**config.mk**
```make
export PLATFORM = sky130hd
export DESIGN_NAME = mas_reduce_stage
export DESIGN_NICKNAME = d
export VERILOG_FILES = /design/src/rtl/mas_pkg.sv /design/src/rtl/mas_reduce_stage.sv
export SDC_FILE = /design/constraint.sdc
export NUM_CORES = 1
export LEC_CHECK = 0
export ABC_AREA = 1
export BUFFER_PORTS_ARGS = -buffer_cell sky130_fd_sc_hd__buf_2
export CORE_AREA = 2 2 227 229
export CTS_CLUSTER_DIAMETER = 80
export CTS_CLUSTER_SIZE = 24
export DETAILED_ROUTE_END_ITERATION = 6
export DIE_AREA = 0 0 229 231
export SYNTH_ARGS = -nofsm -noshare
export SYNTH_HDL_FRONTEND = slang
export SYNTH_SLANG_ARGS = --single-unit
```
**constraint.sdc**
```tcl
create_clock -name clock -period 5.2 [get_ports clock]
set_clock_uncertainty 0.2 [all_clocks]
set_input_delay 1.04 -clock clock [delete_from_list [all_inputs] [get_ports clock]]
set_output_delay 1.04 -clock clock [all_outputs]
set_load 0.02 [all_outputs]
```
**src/rtl/mas_pkg.sv**
```systemverilog
// Package: shared constants and types for the modular add/sub/mul unit.
package mas_pkg;

   localparam int DATA_BITS            = 64;
   localparam int MODE_BITS            = 2;
   localparam int OPERAND_BITS_DEFAULT = 64;
   localparam logic [DATA_BITS-1:0] MODULUS_RESET = 64'd2;

   typedef enum logic [MODE_BITS-1:0] {
      MODE_ADD = 2'd0,
      MODE_SUB = 2'd1,
      MODE_MUL = 2'd2
   } mode_type;

   typedef struct packed {
      logic     valid;
      mode_type mode;
   } ctrl_type;

endpackage

```
**src/rtl/mas_reduce_stage.sv**
```systemverilog
// One restoring-reduction step: folds one bit of the value into acc mod p.
module mas_reduce_stage #(
   parameter int N       = 64,
   parameter int BIT_POS = 0
) (
   input  logic              clock,
   input  logic              reset,
   input  logic              enable,
   input  logic [N-1:0]      modulus,
   input  mas_pkg::ctrl_type ctrl_in,
   input  logic [N-1:0]      a_in,
   input  logic [N:0]        x_in,
   input  logic [N-1:0]      acc_in,
   input  logic [N-1:0]      misc_in,
   output mas_pkg::ctrl_type ctrl_out,
   output logic [N-1:0]      a_out,
   output logic [N:0]        x_out,
   output logic [N-1:0]      acc_out,
   output logic [N-1:0]      misc_out
);
   import mas_pkg::*;

   ctrl_type     ctrl_ff;
   logic [N-1:0] a_ff, acc_ff, misc_ff, acc_in_w;
   logic [N:0]   x_ff, t;

   always_comb begin
      t = {acc_in, x_in[BIT_POS]};
      if ((modulus != '0) && (t >= {1'b0, modulus})) begin
         t = t - {1'b0, modulus};
      end
      acc_in_w = t[N-1:0];
   end

   always_ff @(posedge clock) begin
      if (reset) begin
         ctrl_ff.valid <= 1'b0;
      end else if (enable) begin
         ctrl_ff.valid <= ctrl_in.valid;
      end
   end

   always_ff @(posedge clock) begin
      if (enable) begin
         ctrl_ff.mode <= ctrl_in.mode;
         a_ff         <= a_in;
         x_ff         <= x_in;
         acc_ff       <= acc_in_w;
         misc_ff      <= misc_in;
      end
   end

   assign ctrl_out = ctrl_ff;
   assign a_out    = a_ff;
   assign x_out    = x_ff;
   assign acc_out  = acc_ff;
   assign misc_out = misc_ff;
endmodule

```
# Word level (Yosys, flattened, before mapping)
# Index checks and enable logic that the tools add are counted.
dict set report word_totals {
  ff_bits 260
  inputBits 327
  wordCells 11
}
dict set report op_classes {
  n_addsub 1
  magnitude_cmp 1
  mux 1
  n_reduce_logical 2
}
# op n
set ops {}
lappend ops {{$ge A65 B64 Y1} 1}
lappend ops {{$mux W64} 1}
lappend ops {{$reduce_bool A64 Y1} 1}
lappend ops {{$sub A64 B64 Y64} 1}
lappend ops {{$logic_and A1 B1 Y1} 1}

# Logic depth before layout (Yosys ltp)
# Gate-level depths: netlist of run 1.
dict set report depth {
  ltp_word 3
  mapped_depth 18
  ltp_nobuf 17
}

# Worst setup path before layout of run 1
# No wires, ideal clock.
dict set report synth_timing {
  path_type {in2reg}
  startpoint {input modulus[56]}
  endpoint {register acc_ff[60], in the netlist acc_out[60] (data pin)}
  setup_time_ps 252
  arrival_time_ps 2640
  slack_ps 2108
  cell_stages 15
  cell_sequence {inv_1 > ha_1 > nand2_1 > inv_2 > a21oi_1 > and2_1 > nor2_1 > nor2_1 > nand2_1 > nor2_2 > nand2_4 > buf_12 > buf_12 > nand3_2 > nand2_1}
}
dict set report synth_between {
  elab_chain_len 3
}
# item line
set synth_lines {}
lappend synth_lines {{start, declared} mas_reduce_stage.sv:9} ;# input logic [N-1:0] modulus,
lappend synth_lines {{$ge A65 B64 Y1 / $reduce_bool A64 Y1 (equally long branches)} mas_reduce_stage.sv:29} ;# if ((modulus != '0) && (t >= {1'b0, modulus})) begin
lappend synth_lines {{$logic_and A1 B1 Y1} mas_reduce_stage.sv:29}
lappend synth_lines {{$mux W64 (*)} mas_reduce_stage.sv:29}
lappend synth_lines {{net t[60]} mas_reduce_stage.sv:25} ;# logic [N:0] x_ff, t;
lappend synth_lines {{end signal, assigned} mas_reduce_stage.sv:48} ;# acc_ff <= acc_in_w;
lappend synth_lines {{end, declared} mas_reduce_stage.sv:24} ;# logic [N-1:0] a_ff, acc_ff, misc_ff, acc_in_w;
# The timed path passes the listed nets; every way through them passes the cells marked *.
# A chain may end at the register's enable or synchronous reset.

# Worst setup path in the final report of run 1
dict set report layout_timing {
  startpoint {input modulus[49]}
  endpoint {register acc_ff[58], in the netlist acc_out[58] (data pin)}
}
# The elaborated chain is that of the path after synthesis.

==> results of run 1 <==
power by group through the flow:
stage | combinational, mW | sequential, mW | clock, mW
2_1_floorplan | 0.692 | 2.91 | 0
3_3_place_gp | 1.62 | 2.66 | 0
3_5_place_dp | 1.62 | 2.67 | 0
4_1_cts | 1.63 | 2.62 | 1.63
5_1_grt | 1.77 | 2.64 | 1.70
6_report | 1.62 | 2.62 | 1.58
worst max-delay path by stage:
stage | end | cells past startpoint | from | slack (ns)
2_1_floorplan | acc_out[60]$_DFFE_PP_ | 15 | modulus[56] | 2.11
4_1_cts | acc_out[21]$_DFFE_PP_ | 15 | modulus[49] | 1.38
6_report | acc_out[58]$_DFFE_PP_ | 14 | modulus[49] | 1.39
5_1_grt | acc_out[21]$_DFFE_PP_ | 15 | modulus[49] | 1.13
3_3_place_gp | acc_out[17]$_DFFE_PP_ | 15 | modulus[49] | 0.89
3_5_place_dp | acc_out[18]$_DFFE_PP_ | 15 | modulus[49] | 0.82
cells in the final DEF (no fill, tap or decap), drive strengths merged:
cell / instances
a21oi: 40
and2: 9
and3: 3
buf: 595
clkbuf: 21
clkinv: 3
dfxtp: 1
diode: 2
edfxtp: 259
fa: 1
ha: 64
inv: 424
mux2i: 1
nand2: 777
nand3: 136
nand4: 30
nor2: 112
nor3: 22
nor4: 14
o21ai: 5
or2: 3
xnor2: 1
xor2: 30
flip-flops by register name, indices dropped and copies added, names as in the netlist:
signal	cells
acc_out	64
misc_out	64
x_out	65
ctrl_out	3
a_out	64
cell families (layout without fill, tap and decap cells):
| family | after synthesis | after routing |
|---|---|---|
| flops | 260 | 260 |
| fa+ha+maj | 65 | 65 |
| buf+inv | 437 | 1043 |
| xor+xnor | 31 | 31 |
| other cells | 0 | 2 |
| compound gates | 45 | 45 |
| mux | 1 | 1 |
| simple gates | 1106 | 1106 |
worst max-delay path: stages:
cell	delay [ns]
buf_2	0.08
inv_1	0.06
ha_1	0.42
nand2_1	0.15
nor2_1	0.23
inv_1	0.08
nor2_1	0.27
nand3_1	0.18
nor3_2	0.15
nor2_2	0.06
nand2_4	0.27
buf_4	0.62
nand3_1	0.17
nand2_1	0.12
metrics by stage:
stage / instances / instance area, um2 / setup WS [ns] / total power [mW] / util
2_1_floorplan: 1945 / 15730 / 2.108 / 3.606 / -
3_3_place_gp: 3200 / 19410 / 0.8869 / 4.283 / 0.3830
3_5_place_dp: 3200 / 19410 / 0.8153 / 4.289 / 0.3830
4_1_cts: 3231 / 20040 / 1.377 / 5.881 / 0.3953
5_1_grt: 3231 / 20040 / 1.128 / 6.106 / 0.3953
6_report: 3233 / 20040 / 1.385 / 5.825 / 0.3954
layout make-up:
type	instances	share of cell area
timing repair buffer	595	0.1508
clock buffer	21	0.02410
multi-input combinational	1248	0.3081
clock inverter	10	0.007055
sequential	260	0.3891
inverter	417	0.07810
tap	680	0.04245
antenna	2	0.0002497
routing by layer:
layer | track usage | part of all wire | vias up
met5 | 0 | 0.0011 | -
met4 | 0.06027 | 0.026 | 10
met3 | 0.03767 | 0.059 | 76
met2 | 0.4115 | 0.49 | 486
met1 | 0.2923 | 0.42 | 6921
li1 | - | - | 7273
==> results.toml, run 1 <==
[min_path]
min_path_type = "reg -> reg"
hold_path_startpoint = "ctrl_out[2]$_SDFFE_PP0P_"
whs_path_depth = 2
worst_hold_path.endpoint = "ctrl_out[2]$_SDFFE_PP0P_"

[timing]
hold_slack_ns = 0.3211
period_minus_slack_ns = 3.815
tightest_slew_ns = 1.148
maxSlewViolCount = 0
hold_viol = 0
finalCritPeriodShare = 0.7336
timing.setup.tns_ns = 0
rsz0062_at_grt = "no"
finalSetupViolations = 0
max_freq_mhz = 262.2
max_slew_margin = 0.2273

[power]
p_seq_frac = 0.450
ir_drop_mv = 0.2397
combPwrFrac = 0.279
intPower_mw = 3.792
p_clk_frac = 0.272
p_sw_mw = 2.034
power_per_cell_area_nw_per_um2 = 290.7
switching_share = 0.3491
power_leakage_nw = 10.66

[yosys]
synth.area.top_cells = "edfxtp_1 (49%), nand2_1 (18%), inv_1 (9.5%)"
synth_xor_area_frac = 0.01726
synth_cells = 1945
ys_ff_latch = 260
synthAdderAreaFrac = 0.05218
synth_edf_count = 259
yosysMostFrequentCell = "nand2_1"
synth.cell_area_um2 = 15730
avgSynthCellArea_um2 = 8.087
ys_warn_count = 0
synth_top_area_frac = 0.4944
synth_top_family_by_area = "simple AND/OR/NAND/NOR gates"
yosys.area.top_type = "edfxtp_1"
synth.distinct_cells = 31
synth_compound_area_frac = 0.01432
yosys.area_share.simple = 0.3081
synth_common_cells = "nand2_1 (766), inv_1 (400), edfxtp_1 (259)"
synth_mux_area_frac = 0.0006363
async_flop_share = 0
synth_nets = 2337
ys_seq_area_frac = 0.4957
synthFlopType = "edfxtp_1"

[placement]
port-buffer-count = 586
place_congestion = 1.004
dpl.hpwl_um = 54100

[critical_path]
r2r_cells = 2
path_class = "in -> reg"
rr_startpoint = "ctrl_out[2]$_SDFFE_PP0P_"
startpoint_type = "primary input"
critical_path_arrival_ns = 4.01
rr_endpoint = "ctrl_out[2]$_SDFFE_PP0P_"
cp.required_ns = 5.40
rrSetupSlack_ns = 4.39
end_kind = "flop"
path_max_fanout = 49

[layout]
nNetsFinal = 2933
multi_input_area_um2 = 6175
final_layout_size_suffix_gt1_frac = 0.2811
seqCellArea_um2 = 7797
fillerInstances = 5346
syn_to_final_growth_pct = 27.40

[clock_network]
cts_sinks = 260
cts_resized = 0
cts_max_level = 1
clk_latency_ns = 0.53
cts_buffer_depth = 3
clkTransAtPathRegs_ns = 0.09
post_cts_buffers = 0
cts_tree = "done"
numCtsBuffers = 19
root_buffer = "clkbuf_16"
postCtsHoldBufs = 0

[grt]
grt_usage = 0.2319
grt_max_degree = 111
antenna_found_initial = 9
grt_pass1_vias = 14430
grt_overflow_total = 0
grt_pass1_wl_um = 91510

[routing]
first_pass_iters = 5
vias = 14766
drt_drc_violations_left = 0
drtIter0Drc = 948
finalWirelength_um = 63610
wl_per_cell_um = 19.68
via_per_inst = 4.567
postRouteAntennaNets = 0

[die]
die_h_um = 231
ioPinCount = 587
start_util = 0.3104
rows = 83
dieWidth_um = 229
coreArea_um2 = 50680
die-area_um2 = 52900

[run]
maxCapViolations = 0

[status]
status = "finished, final reports clean"
No activity file was read; power rests on OpenSTA's default activity.
==> run 2: changes to the inputs <==
--- a/config.mk
+++ b/config.mk
@@ -5,13 +5,13 @@
 export SDC_FILE = /design/constraint.sdc
 export NUM_CORES = 1
 export LEC_CHECK = 0
-export ABC_AREA = 1
+export ABC_AREA = 0
 export BUFFER_PORTS_ARGS = -buffer_cell sky130_fd_sc_hd__buf_2
-export CORE_AREA = 2 2 227 229
+export CORE_AREA = 2 2 231 233
 export CTS_CLUSTER_DIAMETER = 80
 export CTS_CLUSTER_SIZE = 24
 export DETAILED_ROUTE_END_ITERATION = 6
-export DIE_AREA = 0 0 229 231
+export DIE_AREA = 0 0 233 235
 export SYNTH_ARGS = -nofsm -noshare
 export SYNTH_HDL_FRONTEND = slang
 export SYNTH_SLANG_ARGS = --single-unit
==> constraint.sdc (replaced) <==
create_clock -name clock -period 3.1 [get_ports clock]
set_clock_uncertainty 0.2 [all_clocks]
set_input_delay 0.62 -clock clock [delete_from_list [all_inputs] [get_ports clock]]
set_output_delay 0.62 -clock clock [all_outputs]
set_load 0.02 [all_outputs]
==> run 2 against run 1 <==
The run now ends with setup timing left. Non-clock buffer count grew 323. Sequential share of layout area decreased by 2.2 points. Final area rose by 5.9%. Via count shrank 15%. Critical path type unchanged. Utilization increased by 1.1 points. Die area rose by 3.5%. First-iteration DRC count shrank 13%. Critical endpoint unchanged. Final cell count decreased by 17%. Setup slack worse by 1.5 ns.
==> results.toml, run 2 <==
[power]
intPower_mw = 7.063
ir_drop_mv = 0.3555
switching_share = 0.3275
fin_total_pwr_mw = 10.50
p_sw_mw = 3.440
p_clk_frac = 0.267
p_seq_frac = 0.419
combPwrFrac = 0.314
power_leakage_nw = 9.498
power_per_cell_area_nw_per_um2 = 494.9

[yosys]
synth.cell_area_um2 = 12890
synth_cells = 1074
ys_seq_area_frac = 0.6048
ys_ff_latch = 260
synth_nets = 1466
yosys.area.top_type = "edfxtp_1"
synth_compound_area_frac = 0.1487
synthFlopType = "edfxtp_1"
async_flop_share = 0
synth_top_area_frac = 0.6032
synth_top_family_by_area = "compound AO/OA/AOI/OAI gates"
yosys.area_share.simple = 0.1084
synth_edf_count = 259
synth.area.top_cells = "edfxtp_1 (60%), ha_1 (6.2%), o21ai_0 (3.4%)"
yosysMostFrequentCell = "edfxtp_1"
synth_common_cells = "edfxtp_1 (259), nand2_1 (108), o21ai_0 (87)"
synthAdderAreaFrac = 0.06366
synth_mux_area_frac = 0.003299
ys_warn_count = 0
avgSynthCellArea_um2 = 12.01
synth_xor_area_frac = 0.03261
synth.distinct_cells = 70

[routing]
via_per_inst = 4.706
wl_per_cell_um = 21.60
finalWirelength_um = 57890
drt_drc_violations_left = 0
vias = 12611
first_pass_iters = 5
postRouteAntennaNets = 0
drtIter0Drc = 825

[timing]
timing.setup.tns_ns = -0.1873
finalSetupViolations = 6
setup_slack_ns = -0.06562
maxSlewViolCount = 0
finalCritPeriodShare = 1.021
period_minus_slack_ns = 3.166
tightest_slew_ns = 0.6535
rsz0062_at_grt = "yes"
max_slew_margin = 0.5598
hold_viol = 0
max_freq_mhz = 315.9

[placement]
dpl.hpwl_um = 46640
dpl_cell_area_um2 = 19300
place_congestion = 0.9180
port-buffer-count = 586
place_ws_ns = -0.8605

[critical_path]
crit_path_start = "x_in[0]"
cp.required_ns = 3.19
critical_path_arrival_ns = 3.25
end_kind = "flop"
r2r_cells = 2
crit_end = "acc_out[58]$_DFFE_PP_"
rr_endpoint = "ctrl_out[2]$_SDFFE_PP0P_"
startpoint_type = "primary input"
rr_startpoint = "ctrl_out[2]$_SDFFE_PP0P_"
rrSetupSlack_ns = 2.31
path_class = "in -> reg"
path_max_fanout = 3

[run]
maxCapViolations = 0

[clock_network]
root_buffer = "clkbuf_16"
cts_tree = "done"
cts_buffer_depth = 3
cts_max_level = 1
clk_latency_ns = 0.54
clkTransAtPathRegs_ns = 0.10
numCtsBuffers = 19
cts_sinks = 260

[grt]
antenna_found_initial = 21
grt_usage = 0.1924
grt_pass1_vias = 12374
grt_max_degree = 59
grt_overflow_total = 0
grt_pass1_wl_um = 78400

[status]
status = "finished with violations"
violations = "setup timing"

[layout]
nNetsFinal = 2371
largest_reg_flops = 65
syn_to_final_growth_pct = 64.59
final_layout_size_suffix_gt1_frac = 0.5678
final_common_cell = "buf_2"
layout_common_cells = "buf_2 (573), buf_4 (315), edfxtp_1 (259), nand2_1 (99), inv_1 (63)"
design_area_um2 = 21220

[die]
rows = 84
dieWidth_um = 233
coreArea_um2 = 52240
die_h_um = 235
die-area_um2 = 54760
ioPinCount = 587
start_util = 0.2468

[min_path]
min_path_type = "in -> reg"
whs_path_depth = 1
-- run 2: logic make-up (layout without fill, tap and decap cells) --
| logic type | after synthesis | in the layout |
|---|---|---|
| AOI/OAI and AO/OA | 298 | 299 |
| xor gates and xnor gates | 48 | 48 |
| adders and majority gates | 65 | 65 |
| buffers and inverters | 120 | 1035 |
| DFF | 260 | 260 |
| muxes | 4 | 4 |
| other | 0 | 2 |
| and+or+nand+nor | 279 | 279 |
-- run 2: cell type report --
class                      instances  area (um2)
clock buffer                      22       496.7
fill                            5007       31010
clock inverter                    10       172.7
tap                              688       860.8
inverter                          85       339.1
timing repair buffer             918        5739
antenna                            2       5.005
sequential                       260        7797
multi-input combinational        695        5811
-- run 2: how the worst min path moves through the flow --
| stage | start | endpoint | slack, ns |
|---|---|---|---|
| final | x_in[11] | x_out[11]$_DFFE_PP_ | 0.04 |
| after global placement | ctrl_out[2]$_SDFFE_PP0P_ | ctrl_out[2]$_SDFFE_PP0P_ | 0.27 |
| after floorplan | ctrl_out[2]$_SDFFE_PP0P_ | ctrl_out[2]$_SDFFE_PP0P_ | 0.38 |
| after detailed placement | ctrl_out[2]$_SDFFE_PP0P_ | ctrl_out[2]$_SDFFE_PP0P_ | 0.29 |
| after global routing | misc_in[16] | misc_out[16]$_DFFE_PP_ | 0.01 |
| after CTS | misc_in[17] | misc_out[17]$_DFFE_PP_ | 0.009 |
-- run 2: power by group through the flow --
| stage | Clock (mW) | Combinational [mW] | Sequential (mW) |
|---|---|---|---|
| floorplan | 0 | 0.984 | 4.92 |
| finish | 2.80 | 3.30 | 4.40 |
| global route | 2.99 | 3.51 | 4.43 |
| detailed placement | 0 | 2.93 | 4.47 |
| global placement | 0 | 2.91 | 4.47 |
| CTS | 2.88 | 2.98 | 4.40 |
-- run 2: through the flow --
step	cells	hold slack [ns]	utilization
2_1_floorplan	1074	0.3788	-
3_3_place_gp	2616	0.2721	0.3695
3_5_place_dp	2616	0.2912	0.3695
4_1_cts	2654	0.008896	0.3854
5_1_grt	2679	0.01035	0.4062
6_report	2680	0.03857	0.4063
-- run 2: routing by layer --
layer / part of all wire / global-route usage / wire [um]
met2: 0.50 / 0.3415 / 28860
met3: 0.077 / 0.04515 / 4481
met4: 0.036 / 0.06485 / 2069
met5: 0.0021 / 0 / 120
met1: 0.39 / 0.2259 / 22360
-- run 2: timing repair --
action                     CTS  global route
pin swaps                   13            73
gates resized for setup     27           174
setup endpoints to repair   13            36
hold buffers                 1             0
hold endpoints to repair     1             0
cloned                       0             7
setup buffers                5            20
-- run 2: critical path: stages --
cell	delay, ns
buf_12	0.09
inv_8	0.03
ha_4	0.14
fa_2	0.37
nor2b_4	0.16
o2111ai_4	0.14
a21bo_4	0.25
a311oi_4	0.32
buf_4	0.20
o41ai_4	0.08
a211o_1	0.38
a211oi_2	0.24
or4_1	0.15
nand3_1	0.07
==> run 3: changes to the inputs <==
--- a/config.mk
+++ b/config.mk
@@ -5,13 +5,13 @@
 export SDC_FILE = /design/constraint.sdc
 export NUM_CORES = 1
 export LEC_CHECK = 0
-export ABC_AREA = 0
+export ABC_AREA = 1
 export BUFFER_PORTS_ARGS = -buffer_cell sky130_fd_sc_hd__buf_2
-export CORE_AREA = 2 2 231 233
+export CORE_AREA = 2 2 227 229
 export CTS_CLUSTER_DIAMETER = 80
 export CTS_CLUSTER_SIZE = 24
 export DETAILED_ROUTE_END_ITERATION = 6
-export DIE_AREA = 0 0 233 235
+export DIE_AREA = 0 0 229 231
 export SYNTH_ARGS = -nofsm -noshare
 export SYNTH_HDL_FRONTEND = slang
 export SYNTH_SLANG_ARGS = --single-unit
==> run 3 against run 2 <==
The flow now finishes without violations. Sequential power about the same. Total power is 0.12% lower. Via count is 25% higher. Largest power group unchanged.
==> results.toml, run 3 (same netlist as run 1, synthesis figures left out) <==
[clock_network]
clk_latency_ns = 0.56
cts_tree = "done"
cts_sinks = 260
numCtsBuffers = 21
cts_buffer_depth = 3
cts_resized = 0
root_buffer = "clkbuf_16"
cts_max_level = 1
clkTransAtPathRegs_ns = 0.09

[die]
coreArea_um2 = 50680
die-area_um2 = 52900
rows = 83
dieWidth_um = 229
start_util = 0.3104
ioPinCount = 587
die_h_um = 231

[routing]
postRouteAntennaNets = 0
drtIter0Drc = 944
finalWirelength_um = 66710
via_per_inst = 4.466
wl_per_cell_um = 18.87
first_pass_iters = 5
vias = 15787
drt_drc_violations_left = 0

[critical_path]
crit_end = "acc_out[24]$_DFFE_PP_"
rrSetupSlack_ns = 2.29
critPathMaxStageDelay_ns = 0.44
end_kind = "flop"
cp.required_ns = 3.21
critical_path_arrival_ns = 2.76
startpoint_type = "primary input"
crit_path_start = "modulus[0]"
path_class = "in -> reg"
rr_startpoint = "ctrl_out[2]$_SDFFE_PP0P_"
r2r_cells = 2
path_max_fanout = 10
cpMaxStageDelayCell = "nor4_1"
path_common_cell = "buf_4"
path_cells = "buf_2, buf_4, nor3_1, nand3_1, nor4_1, nand4_1, buf_4, buf_4, buf_4, nand3_1, nand2_1"
rr_endpoint = "ctrl_out[2]$_SDFFE_PP0P_"

[grt]
antenna_found_initial = 11
grt_overflow_total = 0
grt_pass1_wl_um = 95780
grt_max_degree = 72
grt_pass1_vias = 15576
grt_usage = 0.2434

[placement]
place_congestion = 0.9935
dpl.hpwl_um = 56430
port-buffer-count = 586
place_ws_ns = -0.08892

[layout]
syn_to_final_growth_pct = 43.69
fillerInstances = 5106
largest_reg_flops = 65
final_layout_size_suffix_gt1_frac = 0.3401
final_common_cell = "nand2_1"
layout_common_cells = "nand2_1 (766), buf_2 (585), inv_1 (400), edfxtp_1 (259), buf_4 (243)"
multi_input_area_um2 = 6175
seqCellArea_um2 = 7797
nNetsFinal = 3227

[timing]
tightest_slew_ns = 0.5510
hold_viol = 0
period_minus_slack_ns = 2.650
setup_slack_ns = 0.4497
hold_slack_ns = 0.01846
max_slew_margin = 0.6293
rsz0062_at_grt = "no"
maxSlewViolCount = 0
finalSetupViolations = 0
max_freq_mhz = 377.3
finalCritPeriodShare = 0.8549

[run]
maxCapViolations = 0

[status]
status = "finished, final reports clean"

[power]
power_leakage_nw = 12.15
ir_drop_mv = 0.3477
power_per_cell_area_nw_per_um2 = 464.1

[min_path]
min_path_type = "in -> reg"
[run 3: cell types whose count changed in the layout (fill, tap and decap cells not counted), sizes merged, moves of 13 or more]
cell	change
nand2	+669
inv	+334
nand3	+113
o21ai	-84
nor2	+78
buf	-72
dlygate4sd3	+46
a21o	-42
a21oi	-31
xnor2	-26
o21bai	-13
[run 3: final cells by class]
cell class / instances / share of cell area
antenna: 6 / 0.0006643
sequential: 260 / 0.3450
inverter: 417 / 0.06925
clock buffer: 22 / 0.02342
tap: 680 / 0.03764
multi-input combinational: 1248 / 0.2732
timing repair buffer: 887 / 0.2415
clock inverter: 15 / 0.009410
[run 3: worst max-delay path, delay by kind of cell]
family                 cells  cell delay (ns)
and+or+nand+nor            6             1.24
buffers and inverters      5             0.88
[run 3: repair_timing]
action / CTS / global route
hold buffers: 29 / 18
endpoints found under the hold margin: 29 / 18
buffers inserted: 0 / 0
endpoints found under the setup margin: 0 / 0
[run 3: where the power goes]
part / total (mW) / switching (mW) / internal, mW
combinational: 3.14 / 1.96 / 1.18
clock: 2.96 / 1.58 / 1.38
sequential: 4.39 / 0.119 / 4.27
[run 3: metrics by stage]
step / utilization / TNS, ns / area [um2] / std cells / power [mW]
after detailed placement: 0.4218 / -3.284 / 21380 / 3445 / 7.553
after CTS: 0.4422 / 0 / 22410 / 3511 / 10.58
after global routing: 0.4459 / 0 / 22600 / 3532 / 11.02
after floorplan: - / 0 / 15730 / 1945 / 6.050
final: 0.4460 / 0 / 22600 / 3535 / 10.49
after global placement: 0.4218 / -5.178 / 21380 / 3445 / 7.542
[run 3: layer usage]
layer | vias to the layer above | track usage | part of all wire
met5 | - | 0 | 0.0013
met2 | 496 | 0.4205 | 0.49
met1 | 7314 | 0.3057 | 0.42
met4 | 14 | 0.08543 | 0.036
li1 | 7864 | - | -
met3 | 99 | 0.04286 | 0.057
[run 3: worst min-delay path by stage]
stage                                   startpoint                       end  slack, ns  cells past startpoint
after floorplan           ctrl_out[2]$_SDFFE_PP0P_  ctrl_out[2]$_SDFFE_PP0P_       0.38                      2
after global placement    ctrl_out[2]$_SDFFE_PP0P_  ctrl_out[2]$_SDFFE_PP0P_       0.27                      2
after detailed placement  ctrl_out[2]$_SDFFE_PP0P_  ctrl_out[2]$_SDFFE_PP0P_       0.29                      2
after CTS                                 x_in[14]       x_out[14]$_DFFE_PP_   0.000001                      1
after global routing                   misc_in[26]    misc_out[26]$_DFFE_PP_     0.0002                      1
final                                     a_in[23]       a_out[23]$_DFFE_PP_       0.02                      1
