$ cat config.mk
export PLATFORM = sky130hd
export DESIGN_NAME = mas_mul_stage
export DESIGN_NICKNAME = d
export VERILOG_FILES = /design/src/rtl/mas_pkg.sv /design/src/rtl/mas_mul_stage.sv
export SDC_FILE = /design/constraint.sdc
export NUM_CORES = 1
export LEC_CHECK = 0
export BUFFER_PORTS_ARGS = -buffer_cell sky130_fd_sc_hd__buf_2
export CORE_AREA = 2 2 226 228
export DETAILED_ROUTE_END_ITERATION = 6
export DIE_AREA = 0 0 228 230
export GPL_TIMING_DRIVEN = 0
export HOLD_SLACK_MARGIN = 0.08
export PLACE_DENSITY_LB_ADDON = 0.2
export SYNTH_ARGS = -nofsm -noshare
export SYNTH_HDL_FRONTEND = slang
export SYNTH_SLANG_ARGS = --single-unit
$ cat constraint.sdc
create_clock -name clock -period 4.5 [get_ports clock]
set_input_delay 1.125 -clock clock [delete_from_list [all_inputs] [get_ports clock]]
set_output_delay 1.125 -clock clock [all_outputs]
set_load 0.05 [all_outputs]
$ cat src/rtl/mas_pkg.sv
// Package: shared constants and types for the modular add/sub/mul unit.
package mas_pkg;

   localparam int DATA_BITS            = 64;
   localparam int MODE_BITS            = 2;
   localparam int OPERAND_BITS_DEFAULT = 64;
   localparam logic [DATA_BITS-1:0] MODULUS_RESET = 64'd2;

   typedef enum logic [MODE_BITS-1:0] {
      MODE_ADD = 2'd0,
      MODE_SUB = 2'd1,
      MODE_MUL = 2'd2
   } mode_type;

   typedef struct packed {
      logic     valid;
      mode_type mode;
   } ctrl_type;

endpackage

$ cat src/rtl/mas_mul_stage.sv
// Half of one interleaved multiply step: double mod p, or add b mod p.
module mas_mul_stage #(
   parameter int N       = 64,
   parameter int BIT_POS = 0,
   parameter bit HALF    = 1'b0
) (
   input  logic              clock,
   input  logic              reset,
   input  logic              enable,
   input  logic [N-1:0]      modulus,
   input  mas_pkg::ctrl_type ctrl_in,
   input  logic [N-1:0]      a_in,
   input  logic [N-1:0]      b_in,
   input  logic [N-1:0]      acc_in,
   input  logic [N-1:0]      misc_in,
   output mas_pkg::ctrl_type ctrl_out,
   output logic [N-1:0]      a_out,
   output logic [N-1:0]      b_out,
   output logic [N-1:0]      acc_out,
   output logic [N-1:0]      misc_out
);
   import mas_pkg::*;

   ctrl_type     ctrl_ff;
   logic [N-1:0] a_ff, b_ff, acc_ff, misc_ff, acc_in_w;
   logic [N:0]   t;

   always_comb begin
      if (HALF) begin
         t = {1'b0, acc_in} + (a_in[BIT_POS] ? {1'b0, b_in} : '0);
      end else begin
         t = {acc_in, 1'b0};
      end
      if ((modulus != '0) && (t >= {1'b0, modulus})) begin
         t = t - {1'b0, modulus};
      end
      acc_in_w = t[N-1:0];
   end

   always_ff @(posedge clock) begin
      if (reset) begin
         ctrl_ff.valid <= 1'b0;
      end else if (enable) begin
         ctrl_ff.valid <= ctrl_in.valid;
      end
   end

   always_ff @(posedge clock) begin
      if (enable) begin
         ctrl_ff.mode <= ctrl_in.mode;
         a_ff         <= a_in;
         b_ff         <= b_in;
         acc_ff       <= acc_in_w;
         misc_ff      <= misc_in;
      end
   end

   assign ctrl_out = ctrl_ff;
   assign a_out    = a_ff;
   assign b_out    = b_ff;
   assign acc_out  = acc_ff;
   assign misc_out = misc_ff;
endmodule

Word level (Yosys, flattened, before mapping). Index checks and enable logic that the tools add are counted.

Flip-flop bits (word level): 259. Input port bits: 326. Output and inout port bits: 259. Word-level logic and storage cells: 12.

$add $sub $neg: 1. Order comparisons: 1. Multiplexer cells: 1. Reduce and logical (&&, ||, !) cells: 2.

Operator list (number): 65-bit by 64-bit greater-or-equal comparator with 1-bit output (1); 64-bit two-way mux (1); 64-bit nonzero test (1); 64-bit subtractor (1); 1-bit logical AND (1).

Depth between registers and ports, before layout. Gate-level depths: netlist (run 1).

Depth in word-level cells: 3. Mapped depth: 15. Gate-level depth less buffers: 12.

Worst setup path after synthesis (run 1). No wires, ideal clock.

Path type: input-to-reg. Start: input modulus[6]. End: register acc_ff[10] (netlist: acc_out[10]) (data pin). Setup time: 260 ps. Arrival: 3990 ps. Required time: 4240 ps. Path slack: 250 ps. Stages on the path: 14. Buffers on the path: 2. Cell sequence: inv_1 -> ha_1 -> and3_1 -> and3_1 -> a21oi_1 -> a21oi_2 -> a211oi_2 -> o41ai_4 -> a2111oi_2 -> or4_1 -> a41o_1 -> buf_6 -> buf_6 -> mux2_4.

Cells in the longest elaborated chain, start to end: 3. Elaborated cells between the ends (all ways): 5. Those cells by class: 1 x add/sub; 1 x order compare; 1 x mux; 2 x reduce/logical.

RTL lines: start, declared (RTL line mas_mul_stage.sv:10) `input logic [N-1:0] modulus,`; 65-bit by 64-bit greater-or-equal comparator with 1-bit output or 64-bit nonzero test (tied branches) (RTL line mas_mul_stage.sv:34) `if ((modulus != '0) && (t >= {1'b0, modulus})) begin`; 1-bit logical AND (RTL line mas_mul_stage.sv:34); 64-bit two-way mux * (RTL line mas_mul_stage.sv:34); net t[10] (RTL line mas_mul_stage.sv:26) `logic [N:0] t;`; end signal, assigned (RTL line mas_mul_stage.sv:53) `acc_ff <= acc_in_w;`; end, declared (RTL line mas_mul_stage.sv:25) `logic [N-1:0] a_ff, b_ff, acc_ff, misc_ff, acc_in_w;`.

Mark *: on every way through the listed nets, which the timed path passes. The rest lies on a longest branch. A chain may end at the register's enable or synchronous reset.

Worst setup path in the final report (run 1).
Start: input modulus[18]. End: register acc_ff[38] (netlist: acc_out[38]) (data pin).

The elaborated chain is that of the path after synthesis.

==> results of run 1 <==
## cell families (layout without fill, tap and decap cells)
family,count (synthesis),in the layout,share of synthesized area
buffers and inverters,123,764,0.03941
AOI/OAI and AO/OA,231,231,0.1154
adders and majority gates,65,65,0.06199
and+or+nand+nor,232,232,0.08713
muxes,65,65,0.07106
DFF,259,259,0.5867
other,0,5,0
xor gates and xnor gates,58,58,0.03837
## layout make-up
type	instances	area [um^2]	share of cell area
Sequential cell	259	7767	0.4296
Tap cell	672	840.8	0.04651
Buffer	43	221.5	0.01225
Timing Repair Buffer	587	2995	0.1657
Antenna cell	5	12.51	0.0006921
Multi-Input combinational cell	651	4995	0.2763
Clock buffer	32	737.0	0.04076
Clock inverter	22	209.0	0.01156
Inverter	80	300.3	0.01661
## power breakdown
part,internal [W],switching [W]
clock,0.00136,0.00101
sequential,0.00295,0.0000576
combinational,0.000692,0.00158
total,0.00500,0.00265
## metrics by stage
step | total power, W | setup TNS [ns]
global route | 0.007983 | 0
CTS | 0.007743 | 0
floorplan | 0.004634 | 0
global placement | 0.005332 | -425.32
finish | 0.007645 | 0
detailed placement | 0.005319 | -35.53
## cell usage after synthesis (all sizes together) (3+ instances only)
| cell | number | area [um^2] |
|---|---|---|
| a211oi | 10 | 80.07 |
| a21boi | 6 | 48.80 |
| a21o | 38 | 285.3 |
| a21oi | 75 | 379.1 |
| a31o | 3 | 26.28 |
| a31oi | 9 | 56.30 |
| and2 | 3 | 18.77 |
| and3 | 8 | 50.05 |
| and4 | 3 | 26.28 |
| buf | 10 | 96.35 |
| clkbuf | 33 | 125.1 |
| edfxtp | 258 | 7747 |
| ha | 64 | 800.8 |
| inv | 80 | 300.3 |
| mux2 | 61 | 900.9 |
| mux2i | 4 | 40.04 |
| nand2 | 61 | 229.0 |
| nand2b | 10 | 62.56 |
| nand3 | 22 | 110.1 |
| nand4 | 26 | 162.7 |
| nor2 | 52 | 195.2 |
| nor2b | 7 | 43.79 |
| nor3 | 5 | 25.02 |
| nor4 | 21 | 131.4 |
| o211ai | 8 | 60.06 |
| o21a | 10 | 75.07 |
| o21ai | 29 | 145.1 |
| o21bai | 13 | 97.59 |
| o22ai | 4 | 25.02 |
| o31ai | 7 | 52.55 |
| o41ai | 5 | 62.56 |
| or2 | 5 | 31.28 |
| or3 | 3 | 18.77 |
| xnor2 | 38 | 332.8 |
| xor2 | 20 | 175.2 |
## layer usage
layer	vias up	part of all wire	GRT usage	routed length [um]
met2	414	0.51	0.3135	24580
met1	5126	0.38	0.1921	18410
met3	90	0.086	0.05990	4144
met4	16	0.024	0.05229	1171
li1	5114	-	-	-
met5	-	0.0022	0	106
## timing repair
| item | CTS | global route |
|---|---|---|
| endpoints found under the setup margin | 4 | 58 |
| pin swaps | 0 | 2 |
| resized for setup | 2 | 5 |
| setup buffers | 0 | 1 |
| hold buffers | 0 | 0 |
## how the worst max path moves through the flow
stage / startpoint / endpoint / cells past startpoint
floorplan: modulus[6] / acc_out[10] / 14
global placement: enable / ctrl_out[2] / 3
detailed placement: modulus[5] / acc_out[56] / 14
CTS: modulus[12] / acc_out[38] / 15
global route: modulus[21] / acc_out[56] / 12
finish: modulus[18] / acc_out[38] / 17
## flip-flops by register name, summed over array words and instances, names as in the netlist
name      flops
a_out        64
acc_out      64
b_out        64
ctrl_out      3
misc_out     64
## worst register-to-register path, delay by kind of cell, from the launching register on
kind          cells  cell delay (ns)
simple gates      1             0.05
mux               1             0.13
flops             1             0.31
==> results.md, run 1 <==
- Status: finished clean
- CTS buffer count: 29
- Most common cell after layout, fill and taps aside: buf_2
- Slew Viols, Final: 0
- Global-route wire length before repair: 68.73 mm
- IO Count: 585
- CP bufs+invs: 6
- Leakage power: 8.053 nW
- Most frequent cells in the layout: buf_2 (585), edfxtp_1 (258), inv_1 (80)
- EDFF count, synth: 258
- Placed inst area: 17,070 um^2
- CP most frequent cell: buf_6
- Reg clk slew, reported paths: 0.06 ns
- Core box area: 49,860 um^2
- Setup CP Type: input port to flip-flop
- Synthesized area per cell: 12.82 um^2
- Fillcell total: 5,099
- Max_cap viols: 0
- Crit path required time: 4.82 ns
- Die width: 228 um
- Hold endpoint: ctrl_out[2]
- FF+latch count, synth: 259
- DRC: 0
- Overflow after GRT: 0
- FMAX: 0.2306 GHz
- Slack of the critical path: 0.1634 ns
- Netlist Area Pre-Place: 13,240 um^2
- Routed WL per cell: 20.60 um
- Asr flop ratio synth: 0
- Gr usage total: 0.1737
- Unrepaired setup endpoints after global routing: false
- Cell count after synthesis: 1,033
- CTS tree: done
- Delay of the slowest critical-path stage: 0.49 ns
- Detail Route Antenna Nets: 0
- Pin count of the biggest net entering global routing: 116
- Fraction of layout cells with a size suffix above 1: 0.4307
- Min Tclk post-route: 4.337 ns
- Vias in the first global route: 10,823
- Initial antenna violation count: 19
- Final setup vio count: 0
- Initial drt markers: 627
- Layout Cells excl Fill: 2,351
- Worst R2R Setup Slack: 3.91 ns
- Relative slew slack: 0.4230
- Post-synth net total: 1,424
- Unique masters post-synth: 63
- Row cnt: 82
- Hold WC Path Type: flip-flop to flip-flop
- Clk_skew: 0 ns
- Crit path DAT: 4.65 ns
- Die area: 52,440 um^2
- Kind of end point of the critical path: flip-flop
- H-tree levels: 1
- Die Ht: 230 um
- Hold path cells: 2
- Starting Density: 0.2655
- Worst hold start: ctrl_out[2]
- Placed Cells: 2,291
- Detail Placement HPWL: 39.73 mm
- Critical R2R Launch: ctrl_out[2]
- VDD IR-drop max: 0.0003357 V
- Worst-path cell chain: buf_2 > inv_1 > ha_1 > clkbuf_1 > a21oi_1 > o21a_1 > o21ai_1 > a31oi_1 > or2_2 > o41ai_4 > buf_4 > a2111oi_2 > or4_1 > a41o_1 > buf_6 > buf_6 > mux2_4
- Post-synthesis sequential area ratio: 0.5867
- P&R area growth vs syn: 36.54%
- Fin nets: 2,042
- CTS Sinks: 259
- Warnings from Yosys: 0
- GPL Wtd Cong: 0.8549
- Main synth FF type: edfxtp_1
- Crit path launch type: input port
- Critical-path cell with the highest stage delay: or4_1
- Final Core Density: 0.3626
- Final hold slack: 0.5049 ns
- Post-route cell area: 18,080 um^2
- Worst slack, placed: -0.8639 ns
- Tcrit/Tclk final: 0.9637
- Longest Clk Path Bufs: 3
- Drt first pass iters: 5
- Final-report hold violation count: 0
- Worst-Margin Slew: 0.8576 ns
- DR vias: 10,760
- CTS Root Cell: clkbuf_16
- Port Buffer Count: 584
- Post-DR vias/cell: 4.577
- Worst-path fanout max: 10
- R2r endpoint: ctrl_out[2]
- Reg2Reg Depth: 2
- WL final: 48.42 mm
- Clock Latency Late Sink: 0.57 ns
- Power Dens Cells: 422.9 nW/um^2
- Top delay family on crit path: compound AO/OA/AOI/OAI gates
Power figures use the tool's default switching activity.
==> run 2: changes to the inputs <==
--- a/config.mk
+++ b/config.mk
@@ -5,10 +5,11 @@
 export SDC_FILE = /design/constraint.sdc
 export NUM_CORES = 1
 export LEC_CHECK = 0
+export ABC_AREA = 1
 export BUFFER_PORTS_ARGS = -buffer_cell sky130_fd_sc_hd__buf_2
-export CORE_AREA = 2 2 226 228
+export CORE_AREA = 2 2 231 233
 export DETAILED_ROUTE_END_ITERATION = 6
-export DIE_AREA = 0 0 228 230
+export DIE_AREA = 0 0 233 235
 export GPL_TIMING_DRIVEN = 0
 export HOLD_SLACK_MARGIN = 0.08
 export PLACE_DENSITY_LB_ADDON = 0.2
==> run 2 against run 1 <==
Against the previous run:
- highest routed layer unchanged
- largest cell class unchanged
- final cell count up 39%
- routed wire length up 31%
- maximum frequency up 34%
- clock-buffer cell count unchanged
- die area up 4.4%
- sequential share of layout area down 5.3 points
- core utilization up 3.2 points
- via count up 36%
- register-to-register slack about the same
- non-clock buffer count down 23
- critical path depth up 1
==> results.md, run 2 <==
- Status: finished clean
- Clock Latency Late Sink: 0.56 ns (about the same)
- Die area: 54,760 um^2 (+4.4%)
- Die Ht: 235 um (+2.2%)
- FF+latch count, synth: 259 (unchanged)
- Slack of the critical path: 1.269 ns (+1.106 ns)
- Fillcell total: 5,542 (+8.7%)
- Reg2Reg Depth: 2 (unchanged)
- Gr usage total: 0.2244 (+0.05075)
- CP startpoint: modulus[4]
- CTS Root Cell: clkbuf_16
- Most common cell after layout, fill and taps aside: nand2_1
- Fraction of layout cells with a size suffix above 1: 0.2927 (-0.1380)
- Detail Placement HPWL: 54.11 mm (+36%)
- Gates resized, CTS repair: 0 (-2)
- IO Count: 585 (unchanged)
- Worst hold start: ctrl_out[2]
- Sum Neg Setup Slack: 0 ns (unchanged)
- Initial drt markers: 919 (+47%)
- Critical-path cell with the highest stage delay: ha_1
- Netlist Area Pre-Place: 15,700 um^2 (+19%)
- Worst-path fanout max: 10 (unchanged)
- Hold WC Path Type: flip-flop to flip-flop
- Longest Clk Path Bufs: 3 (unchanged)
- Worst slack, placed: 0.7189 ns (+1.583 ns)
- Leakage power: 10.90 nW (+35%)
- Post-route cell area: 20,610 um^2 (+14%)
- Core box area: 52,240 um^2 (+4.8%)
- Critical R2R Launch: ctrl_out[2]
- GRT met1 Usage: 0.2751 (+0.08303)
- Post-synthesis sequential area ratio: 0.4948 (-0.09188)
- Slew Viols, Final: 0 (unchanged)
- Crit path DAT: 3.54 ns (-1.11 ns)
- Initial antenna violation count: 12 (-7)
- Setup CP Type: input port to flip-flop
- Power Dens Cells: 386.8 nW/um^2 (-8.5%)
- CTS buffer count: 30 (+3.4%)
- Delay of the slowest critical-path stage: 0.35 ns (-0.14 ns)
- Hold endpoint: ctrl_out[2]
- Detail Route Antenna Nets: 0 (unchanged)
- Synthesized area per cell: 8.105 um^2 (-37%)
- Final setup vio count: 0 (unchanged)
- Asr flop ratio synth: 0 (unchanged)
- Postcts setup bufs: 0 (unchanged)
- Die width: 233 um (+2.2%)
- R2r endpoint: ctrl_out[2]
- Warnings from Yosys: 0 (unchanged)
- Relative slew slack: 0.5580 (+0.1350)
- Clk_skew: 0 ns (unchanged)
- Min Tclk post-route: 3.231 ns (-1.106 ns)
- CTS tree: done
- VDD IR-drop max: 0.0002696 V (-20%)
- Top cells by count, synth: nand2_1 (772), inv_1 (402), edfxtp_1 (258)
- Worst R2R Setup Slack: 3.91 ns (about the same)
- DR vias: 14,594 (+36%)
- Main synth FF type: edfxtp_1
- Final hold slack: 0.5104 ns (+0.005500 ns)
- Global-route wire length before repair: 91.25 mm (+33%)
- Row cnt: 84 (+2.4%)
- Top-area cell type share of the netlist area: 0.4935 (-0.09164)
- Cell count after synthesis: 1,937 (+88%)
- Crit path launch type: input port
- Most Used Layer, Global Route: met2
- Hold path cells: 2 (unchanged)
- Crit path required time: 4.81 ns (about the same)
- Placed inst area: 19,550 um^2 (+15%)
- Worst-path cell chain: buf_2 > inv_1 > ha_1 > nand2_1 > inv_1 > nand2_1 > nand3_2 > nand2_1 > nand2_2 > nand2_1 > nand2_2 > nand2_1 > nand2_1 > nand2_2 > nand2_4 > buf_4 > nand2_1 > nand2_1
- Vias in the first global route: 14,618 (+35%)
- Overflow after GRT: 0 (unchanged)
- Reg clk slew, reported paths: 0.06 ns (about the same)
- Starting Density: 0.3005 (+0.03501)
- Post-synth net total: 2,328 (+63%)
- EDFF count, synth: 258 (unchanged)
- Total Power: 0.007971 W (+4.3%)
- Met3 usage: 0.03604 (-0.02385)
- Fin nets: 2,946 (+44%)
- H-tree levels: 1 (unchanged)
- Unique masters post-synth: 36 (-43%)
- Tcrit/Tclk final: 0.7180 (-0.2457)
- CP most frequent cell: nand2_1
- Area leader, netlist: edfxtp_1
- FMAX: 0.3095 GHz (+34%)
- Drt first pass iters: 5 (unchanged)
- GRT met2 Usage: 0.4039 (+0.09041)
- Unrepaired setup endpoints after global routing: false
- Kind of end point of the critical path: flip-flop
- Top-count cell post-synth: nand2_1
- Final-report hold violation count: 0 (unchanged)
- P&R area growth vs syn: 31.27%
- Pin count of the biggest net entering global routing: 115 (-0.86%)
- Max_cap viols: 0 (unchanged)
- GPL Wtd Cong: 0.9096 (+6.4%)
- Most frequent cells in the layout: nand2_1 (772), buf_2 (584), inv_1 (402)
- Port Buffer Count: 584 (unchanged)
- Routed WL per cell: 19.43 um (-5.7%)
- Worst-Margin Slew: 0.6629 ns (-0.1946 ns)
- Post-DR vias/cell: 4.463 (-2.5%)
- WL final: 63.52 mm (+31%)
- Synth area leaders: edfxtp_1 (49%), nand2_1 (18%), inv_1 (9.6%)
- CTS Sinks: 259 (unchanged)
- Hold_buf cts: 0 (unchanged)
- DRC: 0 (unchanged)
## run 2: cell count changes after synthesis, sizes merged, moves of 32 or more
cell,delta
xnor2,-37
nor2,+73
clkbuf,-32
nand3,+101
mux2,-61
inv,+334
a21o,-38
nand2,+720
## run 2: where the power goes
| group | internal, W | leakage [nW] | total [W] | switching [W] |
|---|---|---|---|---|
| sequential | 0.00294 | 2.53 | 0.00299 | 0.0000551 |
| clock | 0.00155 | 0.512 | 0.00261 | 0.00106 |
| combinational | 0.000583 | 7.86 | 0.00237 | 0.00179 |
## run 2: worst max path at each step
| stage | end | slack, ns | depth (start not counted) |
|---|---|---|---|
| finish | acc_out[55] | 1.27 | 18 |
| global route | acc_out[55] | 1.15 | 18 |
| CTS | acc_out[54] | 1.33 | 18 |
| detailed placement | acc_out[54] | 0.72 | 18 |
| global placement | ctrl_out[2] | -1.49 | 3 |
| floorplan | acc_out[52] | 1.55 | 15 |
## run 2: per-stage QoR
stage,cells,util
6_report,3270,0.3945
5_1_grt,3269,0.3945
4_1_cts,3267,0.3944
3_5_place_dp,3211,0.3742
3_3_place_gp,3209,0.3730
2_1_floorplan,1937,-
## run 2: cell type report
type / count / area [um^2] / share of cell area
diodes: 3 / 7.507 / 0.0003643
plain buffers: 21 / 211.5 / 0.01026
clock buffers: 32 / 779.5 / 0.03782
clock inverters: 24 / 274.0 / 0.01330
inverters: 414 / 1554 / 0.07541
multi-input cells: 1243 / 6166 / 0.2992
flip-flops and latches: 259 / 7767 / 0.3769
well taps: 688 / 860.8 / 0.04177
repair buffers: 586 / 2988 / 0.1450
## run 2: routing by layer
metal	up-vias	share of wire
li1	7276	-
met1	6731	0.41
met2	488	0.50
met3	91	0.059
met4	8	0.028
met5	-	0.00072
## run 2: cells by family after synthesis
logic type / after synthesis / synth area share
adder cells (fa/ha/maj): 65 / 0.05228
AO/OA/AOI/OAI: 56 / 0.01857
XOR/XNOR: 31 / 0.01729
flip-flops: 259 / 0.4948
AND/OR/NAND/NOR: 1090 / 0.3040
multiplexers: 1 / 0.0006376
buffers and inverters: 435 / 0.1125
## run 2: worst max-delay path, delay by kind of cell
family	cells	cell delay, ns
AND/OR/NAND/NOR	13	1.61
buffers and inverters	4	0.42
adder cells (fa/ha/maj)	1	0.35
==> run 3: changes to the inputs <==
--- a/config.mk
+++ b/config.mk
@@ -7,9 +7,9 @@
 export LEC_CHECK = 0
 export ABC_AREA = 1
 export BUFFER_PORTS_ARGS = -buffer_cell sky130_fd_sc_hd__buf_2
-export CORE_AREA = 2 2 231 233
+export CORE_AREA = 2 2 226 228
 export DETAILED_ROUTE_END_ITERATION = 6
-export DIE_AREA = 0 0 233 235
+export DIE_AREA = 0 0 228 230
 export GPL_TIMING_DRIVEN = 0
 export HOLD_SLACK_MARGIN = 0.08
 export PLACE_DENSITY_LB_ADDON = 0.2
==> constraint.sdc (replaced) <==
create_clock -name clock -period 3.2 [get_ports clock]
set_input_delay 0.8 -clock clock [delete_from_list [all_inputs] [get_ports clock]]
set_output_delay 0.8 -clock clock [all_outputs]
set_load 0.05 [all_outputs]
==> run 3 against run 2 <==
Against the previous run:
- clock-buffer cell count grew 13
- global-route usage grew 1.1 points
- total power grew 40%
- clock skew is the same
- sequential power grew 41%
- highest routed layer unchanged
==> results.md, run 3 (synthesized netlist as in run 2, its figures left out) <==
- Power Dens Cells: 542.3 nW/um^2 (+40%)
- Worst-path fanout max: 10 (unchanged)
- CTS Sinks: 259 (unchanged)
- Final setup vio count: 0 (unchanged)
- Kind of end point of the critical path: flip-flop
- Fin nets: 2,947 (+0.034%)
- Starting Density: 0.3148 (+0.01430)
- Worst hold start: reset
- Tcrit/Tclk final: 0.8858
- FMAX: 0.3528 GHz
- Final hold slack: 0.3770 ns (-0.1334 ns)
- Initial antenna violation count: 6 (-6)
- Die width: 228 um (-2.1%)
- Routed WL per cell: 19.69 um (+1.4%)
- Overflow after GRT: 0 (unchanged)
- Max_cap viols: 0 (unchanged)
- Detail Route Antenna Nets: 0 (unchanged)
- Global-route wire length before repair: 92.06 mm (+0.89%)
- Critical R2R Launch: ctrl_out[2]
- Vias in the first global route: 14,282 (-2.3%)
- Reg clk slew, reported paths: 0.06 ns (about the same)
- Hold_buf cts: 0 (unchanged)
- Hold WC Path Type: input port to flip-flop
- Final Core Density: 0.4126 (+0.01807)
- Min Tclk post-route: 2.834 ns
- CTS Root Cell: clkbuf_16
- Setup CP Type: input port to flip-flop
- DRC: 0 (unchanged)
- Detail Placement HPWL: 54.70 mm (+1.1%)
- Die Ht: 230 um (-2.1%)
- Longest Clk Path Bufs: 3 (unchanged)
- Drt first pass iters: 5 (unchanged)
- Leakage power: 10.88 nW (-0.19%)
- IO Count: 585 (unchanged)
- Row cnt: 82 (-2.4%)
- Initial drt markers: 930 (+1.2%)
- Pin count of the biggest net entering global routing: 110 (-4.3%)
- Port Buffer Count: 584 (unchanged)
- Gr usage total: 0.2349 (+0.01051)
- Relative slew slack: 0.5600 (+0.001979)
- Postcts setup bufs: 0 (unchanged)
- WL final: 64.10 mm (+0.91%)
- CTS buffer count: 31 (+3.3%)
- Unrepaired setup endpoints after global routing: false
- DR vias: 14,673 (+0.54%)
- Worst-Margin Slew: 0.6600 ns (-0.002968 ns)
- Crit path required time: 3.52 ns (-1.29 ns)
- Post-DR vias/cell: 4.508 (+1.0%)
- CP startpoint: modulus[32]
- Most frequent cells in the layout: nand2_1 (772), buf_2 (584), inv_1 (402)
- GPL Wtd Cong: 0.9528 (+4.7%)
- Status: finished clean
- Crit path DAT: 3.16 ns (-0.38 ns)
- Sum Neg Setup Slack: 0 ns (unchanged)
- Most common cell after layout, fill and taps aside: nand2_1
- Final-report hold violation count: 0 (unchanged)
- Clk_skew: 0 ns (unchanged)
- H-tree levels: 1 (unchanged)
- CTS tree: done
- Fraction of layout cells with a size suffix above 1: 0.2906 (-0.002164)
- Crit path launch type: input port
- Worst R2R Setup Slack: 2.62 ns (-1.29 ns)
- Slew Viols, Final: 0 (unchanged)
- P&R area growth vs syn: 31.05%
- Gates resized, CTS repair: 0 (unchanged)
- Die area: 52,440 um^2 (-4.2%)
- Clock Latency Late Sink: 0.58 ns (+0.02 ns)
- VDD IR-drop max: 0.0003092 V (+15%)
- Core box area: 49,860 um^2 (-4.5%)
run 3: changes by cell type in the layout (fill, tap and decap cells not counted), sizes merged:
cell	change
clkbuf	+13
inv	-4
clkinv	-7
diode	-1
bufinv	-1
clkinvlp	+1
run 3: worst paths after layout:
kind	cells past startpoint	to
max reg2reg	2	ctrl_out[2]
max	18	acc_out[31]
min	2	ctrl_out[2]
min reg2reg	2	ctrl_out[2]
run 3: area by class of cell:
| type | count | area (um^2) |
|---|---|---|
| Sequential cell | 259 | 7767 |
| Fill cell | 5232 | 29290 |
| Clock buffer | 45 | 848.3 |
| Inverter | 414 | 1554 |
| Buffer | 21 | 211.5 |
| Clock inverter | 13 | 192.7 |
| Timing Repair Buffer | 586 | 2988 |
| Antenna cell | 2 | 5.005 |
| Multi-Input combinational cell | 1243 | 6166 |
| Tap cell | 672 | 840.8 |
run 3: critical path, cell delays in order:
cell and delay (ns):
buf_2 0.10, inv_1 0.14, ha_1 0.30, nand2_1 0.16, inv_1 0.05, nand2_1 0.06, nand2_1 0.09, inv_1 0.07
nand2_1 0.07, inv_1 0.05, nand2_1 0.11, a21oi_1 0.30, nand2_1 0.15, nand2_2 0.12, nand2_4 0.17, clkbuf_4 0.24
nand2_1 0.08, nand2_1 0.08
run 3: per-layer routing:
| metal | global-route usage | vias up | share of wire |
|---|---|---|---|
| met5 | 0 | - | 0.00055 |
| met3 | 0.03472 | 68 | 0.056 |
| met4 | 0.04514 | 6 | 0.018 |
| met1 | 0.3040 | 6842 | 0.43 |
| met2 | 0.4181 | 482 | 0.50 |
| li1 | - | 7275 | - |
run 3: stage by stage:
step / setup slack, ns / total power (W) / area (um^2) / std cells
CTS: 0.4259 / 0.01130 / 20570 / 3253
finish: 0.3656 / 0.01116 / 20570 / 3255
global placement: -2.384 / 0.007628 / 19460 / 3193
detailed placement: -0.1963 / 0.007618 / 19530 / 3195
floorplan: 0.5786 / 0.006501 / 15700 / 1937
global route: 0.2283 / 0.01165 / 20570 / 3254
run 3: power by group:
part           internal, W  total (W)  leakage, nW  switching [W]
Combinational     0.000819    0.00332         7.86        0.00251
Clock              0.00217    0.00361        0.491        0.00145
Sequential         0.00413    0.00422         2.53      0.0000887
Total              0.00712     0.0112         10.9        0.00404
